==> src/rtl/pfa_pkg.sv <==
`default_nettype none

package pfa_pkg;

  localparam int unsigned SUM_BITS = 48;
  localparam logic [SUM_BITS-1:0] SUM_MAX = '1;

  typedef enum logic [1:0] {
    REG_TARGET_X    = 2'd0,
    REG_TARGET_Y    = 2'd1,
    REG_TARGET_Z    = 2'd2,
    REG_TARGET_MASS = 2'd3
  } pfa_reg_e;

  typedef struct packed {
    logic [SUM_BITS-1:0] quot;
    logic                clamped;
  } pfa_div_res_t;

endpackage

`default_nettype wire

==> src/rtl/pairwise_force_accumulator_unit.sv <==
// One neighbor at a time: the bit-serial squares and mass product come first, then the
// radix-2 divider; a zero-distance item skips the divider.
// The result for a last item appears in the cycle after the accumulate step.
// Reset (asynchronous, active low) clears the target registers, the sum and both flags.
`default_nettype none

module pairwise_force_accumulator_unit #(
  parameter int unsigned COORD_BITS     = 24,
  parameter int unsigned QUOT_FRAC_BITS = 16
) (
  input  wire logic                      clk_i,
  input  wire logic                      rst_ni,
  input  wire logic                      cfg_valid_i,
  output logic                           cfg_ready_o,
  input  wire pfa_pkg::pfa_reg_e         cfg_index_i,
  input  wire logic [COORD_BITS-1:0]     cfg_data_i,
  input  wire logic                      in_valid_i,
  output logic                           in_stall_o,
  input  wire logic [COORD_BITS-1:0]     nbr_x_i,
  input  wire logic [COORD_BITS-1:0]     nbr_y_i,
  input  wire logic [COORD_BITS-1:0]     nbr_z_i,
  input  wire logic [COORD_BITS-1:0]     nbr_mass_i,
  input  wire logic                      last_i,
  output logic                           out_valid_o,
  input  wire logic                      out_stall_i,
  output logic [pfa_pkg::SUM_BITS-1:0]   force_sum_o,
  output logic                           saturated_o,
  output logic                           zero_distance_o
);
  import pfa_pkg::*;

  localparam int unsigned NUM_BITS  = 2 * COORD_BITS + QUOT_FRAC_BITS;
  localparam int unsigned DIST_BITS = 2 * COORD_BITS + 2;
  localparam int unsigned MM_BITS   = 2 * COORD_BITS;

  typedef enum logic [3:0] {
    ST_IDLE = 4'b0001,
    ST_MUL  = 4'b0010,
    ST_DIV  = 4'b0100,
    ST_ACC  = 4'b1000
  } state_e;

  state_e state_q, state_d;

  logic [COORD_BITS-1:0] tx_q, ty_q, tz_q, tm_q;
  logic [SUM_BITS-1:0]   sum_q, sum_d;
  logic                  sat_q, sat_d;
  logic                  zero_q, zero_d;
  logic                  last_q, last_d;
  logic                  skip_q, skip_d;
  logic                  out_valid_q, out_valid_d;
  logic [SUM_BITS-1:0]   out_sum_q;
  logic                  out_sat_q, out_zero_q;
  logic                  out_load;

  logic                  in_accept;
  logic [COORD_BITS-1:0] dx, dy, dz;
  logic                  mul_done;
  logic [DIST_BITS-1:0]  dist2;
  logic [MM_BITS-1:0]    mm;
  logic                  div_start, div_done;
  pfa_div_res_t          div_res;
  logic [SUM_BITS:0]     sum_add;
  logic [SUM_BITS-1:0]   term, sum_new;
  logic                  sat_new, out_free;

  assign cfg_ready_o = 1'b1;
  assign in_stall_o  = (state_q != ST_IDLE);
  assign in_accept   = in_valid_i && !in_stall_o;

  always_ff @(posedge clk_i or negedge rst_ni) begin
    if (!rst_ni) begin
      tx_q <= '0;
      ty_q <= '0;
      tz_q <= '0;
      tm_q <= '0;
    end else if (cfg_valid_i && cfg_ready_o) begin
      unique case (cfg_index_i)
        REG_TARGET_X:    tx_q <= cfg_data_i;
        REG_TARGET_Y:    ty_q <= cfg_data_i;
        REG_TARGET_Z:    tz_q <= cfg_data_i;
        REG_TARGET_MASS: tm_q <= cfg_data_i;
        default: ;
      endcase
    end
  end

  always_comb begin
    dx = (nbr_x_i >= tx_q) ? nbr_x_i - tx_q : tx_q - nbr_x_i;
    dy = (nbr_y_i >= ty_q) ? nbr_y_i - ty_q : ty_q - nbr_y_i;
    dz = (nbr_z_i >= tz_q) ? nbr_z_i - tz_q : tz_q - nbr_z_i;
  end

  pfa_sqmul #(
    .COORD_BITS(COORD_BITS)
  ) u_sqmul (
    .clk_i   (clk_i),
    .rst_ni  (rst_ni),
    .start_i (in_accept),
    .dx_i    (dx),
    .dy_i    (dy),
    .dz_i    (dz),
    .tmass_i (tm_q),
    .nmass_i (nbr_mass_i),
    .done_o  (mul_done),
    .dist2_o (dist2),
    .mm_o    (mm)
  );

  pfa_div #(
    .COORD_BITS    (COORD_BITS),
    .QUOT_FRAC_BITS(QUOT_FRAC_BITS)
  ) u_div (
    .clk_i   (clk_i),
    .rst_ni  (rst_ni),
    .start_i (div_start),
    .num_i   (NUM_BITS'(mm) << QUOT_FRAC_BITS),
    .den_i   (dist2),
    .done_o  (div_done),
    .res_o   (div_res)
  );

  always_comb begin
    term    = skip_q ? '0 : div_res.quot;
    sum_add = {1'b0, sum_q} + {1'b0, term};
    sum_new = sum_add[SUM_BITS] ? SUM_MAX : sum_add[SUM_BITS-1:0];
    sat_new = sat_q | (!skip_q && div_res.clamped) | sum_add[SUM_BITS];
    out_free = !out_valid_q || !out_stall_i;
  end

  always_comb begin
    state_d     = state_q;
    sum_d       = sum_q;
    sat_d       = sat_q;
    zero_d      = zero_q;
    last_d      = last_q;
    skip_d      = skip_q;
    div_start   = 1'b0;
    out_load    = 1'b0;
    out_valid_d = out_valid_q && out_stall_i;
    unique case (state_q)
      ST_IDLE: begin
        if (in_accept) begin
          last_d  = last_i;
          state_d = ST_MUL;
        end
      end
      ST_MUL: begin
        if (mul_done) begin
          if (dist2 == '0) begin
            zero_d  = 1'b1;
            skip_d  = 1'b1;
            state_d = ST_ACC;
          end else begin
            skip_d    = 1'b0;
            div_start = 1'b1;
            state_d   = ST_DIV;
          end
        end
      end
      ST_DIV: begin
        if (div_done) begin
          state_d = ST_ACC;
        end
      end
      ST_ACC: begin
        if (!last_q) begin
          sum_d   = sum_new;
          sat_d   = sat_new;
          state_d = ST_IDLE;
        end else if (out_free) begin
          out_load    = 1'b1;
          out_valid_d = 1'b1;
          sum_d       = '0;
          sat_d       = 1'b0;
          zero_d      = 1'b0;
          state_d     = ST_IDLE;
        end
      end
      default: state_d = ST_IDLE;
    endcase
  end

  always_ff @(posedge clk_i or negedge rst_ni) begin
    if (!rst_ni) begin
      state_q     <= ST_IDLE;
      sum_q       <= '0;
      sat_q       <= 1'b0;
      zero_q      <= 1'b0;
      last_q      <= 1'b0;
      skip_q      <= 1'b0;
      out_valid_q <= 1'b0;
    end else begin
      state_q     <= state_d;
      sum_q       <= sum_d;
      sat_q       <= sat_d;
      zero_q      <= zero_d;
      last_q      <= last_d;
      skip_q      <= skip_d;
      out_valid_q <= out_valid_d;
    end
  end

  always_ff @(posedge clk_i) begin
    if (out_load) begin
      out_sum_q  <= sum_new;
      out_sat_q  <= sat_new;
      out_zero_q <= zero_q;
    end
  end

  assign out_valid_o     = out_valid_q;
  assign force_sum_o     = out_sum_q;
  assign saturated_o     = out_sat_q;
  assign zero_distance_o = out_zero_q;

  a_mul_done_in_mul : assert property (@(posedge clk_i) disable iff (!rst_ni)
    mul_done |-> (state_q == ST_MUL))
    else $error("multiplier finished outside the multiply phase");

  a_div_done_in_div : assert property (@(posedge clk_i) disable iff (!rst_ni)
    div_done |-> (state_q == ST_DIV))
    else $error("divider finished outside the divide phase");

  a_no_div_on_zero : assert property (@(posedge clk_i) disable iff (!rst_ni)
    (state_q == ST_DIV) |-> !skip_q)
    else $error("division started for a zero-distance neighbor");

  a_clear_after_result : assert property (@(posedge clk_i) disable iff (!rst_ni)
    out_load |=> (sum_q == '0) && !sat_q && !zero_q && out_valid_o)
    else $error("accumulator not cleared after a result transaction was loaded");

endmodule

`default_nettype wire

==> src/rtl/pfa_sqmul.sv <==
`default_nettype none

module pfa_sqmul #(
  parameter int unsigned COORD_BITS = 24
) (
  input  wire logic                      clk_i,
  input  wire logic                      rst_ni,
  input  wire logic                      start_i,
  input  wire logic [COORD_BITS-1:0]     dx_i,
  input  wire logic [COORD_BITS-1:0]     dy_i,
  input  wire logic [COORD_BITS-1:0]     dz_i,
  input  wire logic [COORD_BITS-1:0]     tmass_i,
  input  wire logic [COORD_BITS-1:0]     nmass_i,
  output logic                           done_o,
  output logic [2*COORD_BITS+1:0]        dist2_o,
  output logic [2*COORD_BITS-1:0]        mm_o
);

  localparam int unsigned DIST_BITS = 2 * COORD_BITS + 2;
  localparam int unsigned MM_BITS   = 2 * COORD_BITS;
  localparam int unsigned CNT_W     = $clog2(COORD_BITS);

  logic [COORD_BITS-1:0] dx_q, dy_q, dz_q, tm_q;
  logic [COORD_BITS-1:0] xs_q, ys_q, zs_q, ms_q;
  logic [DIST_BITS-1:0]  dist_q, dist_d;
  logic [MM_BITS-1:0]    mm_q, mm_d;
  logic [CNT_W-1:0]      cnt_q;
  logic                  busy_q, done_q;
  logic [DIST_BITS-1:0]  add_x, add_y, add_z;
  logic [MM_BITS-1:0]    add_m;

  // Horner form, multiplier bits taken most significant first.
  always_comb begin
    add_x  = xs_q[COORD_BITS-1] ? DIST_BITS'(dx_q) : '0;
    add_y  = ys_q[COORD_BITS-1] ? DIST_BITS'(dy_q) : '0;
    add_z  = zs_q[COORD_BITS-1] ? DIST_BITS'(dz_q) : '0;
    add_m  = ms_q[COORD_BITS-1] ? MM_BITS'(tm_q) : '0;
    dist_d = (dist_q << 1) + add_x + add_y + add_z;
    mm_d   = (mm_q << 1) + add_m;
  end

  always_ff @(posedge clk_i) begin
    if (start_i) begin
      dx_q   <= dx_i;
      dy_q   <= dy_i;
      dz_q   <= dz_i;
      tm_q   <= tmass_i;
      xs_q   <= dx_i;
      ys_q   <= dy_i;
      zs_q   <= dz_i;
      ms_q   <= nmass_i;
      dist_q <= '0;
      mm_q   <= '0;
    end else if (busy_q) begin
      xs_q   <= xs_q << 1;
      ys_q   <= ys_q << 1;
      zs_q   <= zs_q << 1;
      ms_q   <= ms_q << 1;
      dist_q <= dist_d;
      mm_q   <= mm_d;
    end
  end

  always_ff @(posedge clk_i or negedge rst_ni) begin
    if (!rst_ni) begin
      busy_q <= 1'b0;
      done_q <= 1'b0;
      cnt_q  <= '0;
    end else begin
      done_q <= busy_q && (cnt_q == '0);
      if (start_i) begin
        busy_q <= 1'b1;
        cnt_q  <= CNT_W'(COORD_BITS - 1);
      end else if (busy_q) begin
        if (cnt_q == '0) begin
          busy_q <= 1'b0;
        end else begin
          cnt_q <= cnt_q - 1'b1;
        end
      end
    end
  end

  assign done_o  = done_q;
  assign dist2_o = dist_q;
  assign mm_o    = mm_q;

endmodule

`default_nettype wire

==> src/rtl/pfa_div.sv <==
`default_nettype none

module pfa_div #(
  parameter int unsigned COORD_BITS     = 24,
  parameter int unsigned QUOT_FRAC_BITS = 16
) (
  input  wire logic                                      clk_i,
  input  wire logic                                      rst_ni,
  input  wire logic                                      start_i,
  input  wire logic [2*COORD_BITS+QUOT_FRAC_BITS-1:0]    num_i,
  input  wire logic [2*COORD_BITS+1:0]                   den_i,
  output logic                                           done_o,
  output pfa_pkg::pfa_div_res_t                          res_o
);
  import pfa_pkg::*;

  localparam int unsigned NUM_BITS = 2 * COORD_BITS + QUOT_FRAC_BITS;
  localparam int unsigned DEN_BITS = 2 * COORD_BITS + 2;
  localparam int unsigned CNT_W    = $clog2(NUM_BITS);

  logic [NUM_BITS-1:0] num_q;
  logic [DEN_BITS-1:0] den_q;
  logic [DEN_BITS-1:0] rem_q, rem_d;
  logic [DEN_BITS:0]   rem_sh;
  logic [SUM_BITS-1:0] quot_q;
  logic                big_q, big_d;
  logic                qbit;
  logic [CNT_W-1:0]    cnt_q;
  logic                busy_q, done_q;

  // Restoring division, one quotient bit per cycle. A set bit at or above
  // the sum width means the term saturates.
  always_comb begin
    rem_sh = {rem_q, num_q[NUM_BITS-1]};
    qbit   = rem_sh >= {1'b0, den_q};
    rem_d  = qbit ? DEN_BITS'(rem_sh - {1'b0, den_q}) : DEN_BITS'(rem_sh);
    big_d  = big_q | (qbit && (32'(cnt_q) >= 32'(SUM_BITS)));
  end

  always_ff @(posedge clk_i) begin
    if (start_i) begin
      num_q  <= num_i;
      den_q  <= den_i;
      rem_q  <= '0;
      quot_q <= '0;
      big_q  <= 1'b0;
    end else if (busy_q) begin
      num_q  <= num_q << 1;
      rem_q  <= rem_d;
      quot_q <= {quot_q[SUM_BITS-2:0], qbit};
      big_q  <= big_d;
    end
  end

  always_ff @(posedge clk_i or negedge rst_ni) begin
    if (!rst_ni) begin
      busy_q <= 1'b0;
      done_q <= 1'b0;
      cnt_q  <= '0;
    end else begin
      done_q <= busy_q && (cnt_q == '0);
      if (start_i) begin
        busy_q <= 1'b1;
        cnt_q  <= CNT_W'(NUM_BITS - 1);
      end else if (busy_q) begin
        if (cnt_q == '0) begin
          busy_q <= 1'b0;
        end else begin
          cnt_q <= cnt_q - 1'b1;
        end
      end
    end
  end

  assign done_o        = done_q;
  assign res_o.quot    = big_q ? SUM_MAX : quot_q;
  assign res_o.clamped = big_q;

endmodule

`default_nettype wire
==> config.mk <==
export PLATFORM = sky130hd
export DESIGN_NAME = pairwise_force_accumulator_unit
export DESIGN_NICKNAME = d
export VERILOG_FILES = /design/src/rtl/pfa_pkg.sv /design/src/rtl/pairwise_force_accumulator_unit.sv /design/src/rtl/pfa_sqmul.sv /design/src/rtl/pfa_div.sv
export SDC_FILE = /design/constraint.sdc
export NUM_CORES = 2
export LEC_CHECK = 0
export CORE_MARGIN = 2
export CORE_UTILIZATION = 40
export DETAILED_ROUTE_END_ITERATION = 8
export DONT_BUFFER_PORTS = 1
export PLACE_DENSITY = 0.65
export SYNTH_ARGS = -nofsm -noshare
export SYNTH_HDL_FRONTEND = slang
export SYNTH_SLANG_ARGS = --single-unit
==> constraint.sdc <==
create_clock -name clk_i -period 6.42 [get_ports clk_i]
set_input_delay 1.284 -clock clk_i [delete_from_list [all_inputs] [get_ports clk_i]]
set_output_delay 1.284 -clock clk_i [all_outputs]
set_load 0.01 [all_outputs]
==> results.md <==
* Post-route minimum period at about 5.1 ns
* Switch share at between 30 and 40%
* Syn_area_per_cell at between 9 and 10 µm²
* Endpoint class of the critical path: register
* Placed insts at approximately 6000
* Post-synth EDFFs at between 300 and 400
* Initial detailed-routing violation count at between 2000 and 2500
* Top_reg_cell synth: edfxtp_1
* Fin. Hold Viols at 0
* Share of cells above drive strength 1 at under 10%
* Total grt overflow at 0
* DIE HEIGHT at around 340 µm
* Clock Power Share at 23.1%
* Finished Cell Area at ~50000 µm²
* Mapped Nets at about 5300
* Fmax at 0.195 GHz
* CTS tree: done
* Pwr dens at around 440 nW/µm²
* Die width at 338 µm
* Ranking of synthesized cells by area: edfxtp_1, dfrtp_1, dfxtp_1
* Inserted Clock Buffers at just over 80
* Finished Layout Cells at slightly above 6000
* Clock slew at reported path FFs at 0.07 ns
* Final period util at 80.0%
* Sw Pwr at roughly 8.4 mW
* Asr flop ratio synth at around a quarter
* Yosys reg bits at about 700
* CTS H-tree depth at 3
* Pwr Total at roughly 21 mW
* Area Overhead vs Synth at 9.03%
* Vias at around 34000
* YS warnings at 0
* Skew-Pair Late Insertion Delay at between 0.6 and 0.7 ns
* Hold Crit Class: input pin to async pin
* Critical path type: register to register
* Total setup buffers inserted after CTS at 0
* CTS sink count at roughly 710
* Combinational Power Share at 45.2%
* Total track usage at approximately a fifth
* Crit start category: register
* Maximum vdd ir drop at 0.000369 V
* DR pass1 iterations at 5
* Number of global-route vias before repair at 32500
* Met1 wire length at between 50000 and 60000 µm
* I/O Buffers at 0
* Setup TNS at 0 ns
* # rows at 122
* DRC violations left at 0
* Max Cap Viol at 0
* Final wirelength at 114000 µm
* Final Slew Violations at 0
* Share of the synthesized area in the top cell type at ~23%
* First-pass GRT wire length at 182000 µm
* DR WL met2 at about 50000 µm
* Slew HR at between 10% and 20%
* Antenna violations before repair at 8
* Status: finished, final reports clean
* Top-count cell post-synth: nand2_1
* P_int at between 10 and 15 mW
* Hold Buf Count CTS at 0
* Crit Path Max Fanout at 25
* Count of different cell masters after synthesis at approximately 110
* Seq/Total Area, Yosys at between 40 and 50%
* Yosys top cell by area: edfxtp_1
* Placer Congestion at roughly 0.91
* Syn Inst Count at about 4800
* Static Leak at 21.8 nW
* Worst Skew at between 0.04 and 0.05 ns
* Core footprint at about 110000 µm²
* Initial core utilization at slightly above 40%
* Final setup viols at 0
* RSZ-0062 raised after global routing: no
* Post-Syn Area at roughly 45000 µm²
* WL per Instance at 18.3 µm
* Layout fillers at approximately 11000
* Top cells by count, synth: nand2_1, inv_1, nor2_1
* Final nets at just over 5000
* Max Buffers Root-to-Sink at 3
* Top Metal Used: met5
* Sequential power share at 31.8%
* Vias per cell at roughly 5.4
* Die ar. at around 110000 µm²
* Dpl cell area at 45800 µm²
* Root buf cell: clkbuf_16
* Hpwl dp at about 83000 µm
* Largest net degree at the start of global routing at 169
* CP arrival at between 5 and 6 ns
* Critical Path RT at slightly below 7 ns
* Routed wl met3 at around 6700 µm
* Final ANT Viol Nets at 0
* Worst slew pin tran at about 1.2 ns
* # resized after CTS at 0
* Num ports at about 180
registers in the layout (all words and copies together), names as in the netlist, 48 cells and up:
signal           cells
u_sqmul.mm_o        48
u_div.rem_q         50
force_sum_o         48
u_sqmul.dist2_o     50
sum_q               48
u_div.num_q         48
u_div.den_q         50
u_div.quot_q        48
layout by cell type (no fill, tap or decap), types with 35 or more instances in the layout:
cell         n
a211oi_1    47
a21o_1     168
a21oi_1    314
a22o_1      46
a31oi_1     45
and2_1     131
and3_1      35
clkbuf_16   83
dfrtp_1    165
dfxtp_1    197
edfxtp_1   340
fa_1        57
ha_1       291
inv_1      377
mux2_2     120
mux2i_1    143
nand2_1    583
nand2b_1    39
nand3_1     94
nand4_1     54
nor2_1     369
nor3_1      44
o21ai_0    215
o21bai_1    36
xnor2_1    114
xor2_1     101
through the flow:
step | utilization (%) | setup WS [ns] | hold WS, ns
final | 44.0 | 1.28 | 0.327
after CTS | 44.0 | 1.32 | 0.284
after global routing | 44.0 | 1.08 | 0.295
after floorplan | - | 1.24 | 0.406
after detailed placement | 41.4 | 1.32 | 0.427
after global placement | 41.4 | 1.39 | 0.426
worst paths after layout:
check	start	to	slack, ns	cells past startpoint
max in group asynchronous	rst_ni	sum_q[5]$_DFFE_PN0P_	5.57	0
min in group clk_i	tm_q[19]$_DFFE_PN0P_	u_sqmul.tm_q[19]$_DFFE_PP_	0.44	0
hold / removal	rst_ni	ty_q[19]$_DFFE_PN0P_	0.33	0
setup / recovery	u_sqmul.ys_q[23]$_DFFE_PP_	u_sqmul.dist2_o[45]$_SDFFE_PP0P_	1.28	15
hold reg to reg	tm_q[19]$_DFFE_PN0P_	u_sqmul.tm_q[19]$_DFFE_PP_	0.44	0
setup reg to reg	u_sqmul.ys_q[23]$_DFFE_PP_	u_sqmul.dist2_o[45]$_SDFFE_PP0P_	1.28	15
logic make-up (layout without fill, tap and decap cells):
logic type,count (synthesis),after routing,share of synthesized area [%]
multiplexers,267,267,6.35
other,1,16,0.00840
AND/OR/NAND/NOR,1494,1494,15.4
XOR/XNOR,215,215,4.22
buffers and inverters,631,563,5.53
adder cells (fa/ha/maj),348,348,10.7
flip-flops,705,705,41.1
AO/OA/AOI/OAI,1134,1134,16.7
worst max-delay path, stage by stage, from the launching register on:
cell	delay [ns]
edfxtp_1	0.68
and2_1	0.28
fa_1	0.50
inv_1	0.05
fa_1	0.49
inv_1	0.07
ha_1	0.29
a21oi_1	0.19
nand4b_1	0.17
a21oi_1	0.11
o31a_1	0.31
o31ai_2	0.35
o21ai_1	0.18
a311o_1	0.70
or3_1	0.47
and4_1	0.19
routing by layer:
metal | up-vias | GRT usage [%]
met1 | 16100 | 26.8
met3 | 189 | 3.95
li1 | 16600 | -
met2 | 798 | 30.8
met5 | - | 0
met4 | 4 | 6.58
cell type report:
cell class / instances / area [µm²] / area share, %
Multi-Input combinational cell: 3459 / 23900 / 49.1
Timing Repair Buffer: 29 / 230 / 0.473
Inverter: 381 / 1450 / 2.97
Antenna cell: 15 / 37.5 / 0.0771
Clock inverter: 63 / 729 / 1.50
Sequential cell: 705 / 18400 / 37.7
Tap cell: 1488 / 1860 / 3.82
Clock buffer: 90 / 2120 / 4.36
power groups by stage:
stage	Combinational, mW	Sequential, mW	Clock (mW)
6_report	9.67	6.80	4.94
3_5_place_dp	9.57	6.88	0
3_3_place_gp	9.41	6.87	0
4_1_cts	9.64	6.80	5.06
2_1_floorplan	7.72	6.56	0
5_1_grt	10.9	6.93	5.23
Note: power is estimated with default switching activity, not from simulation.
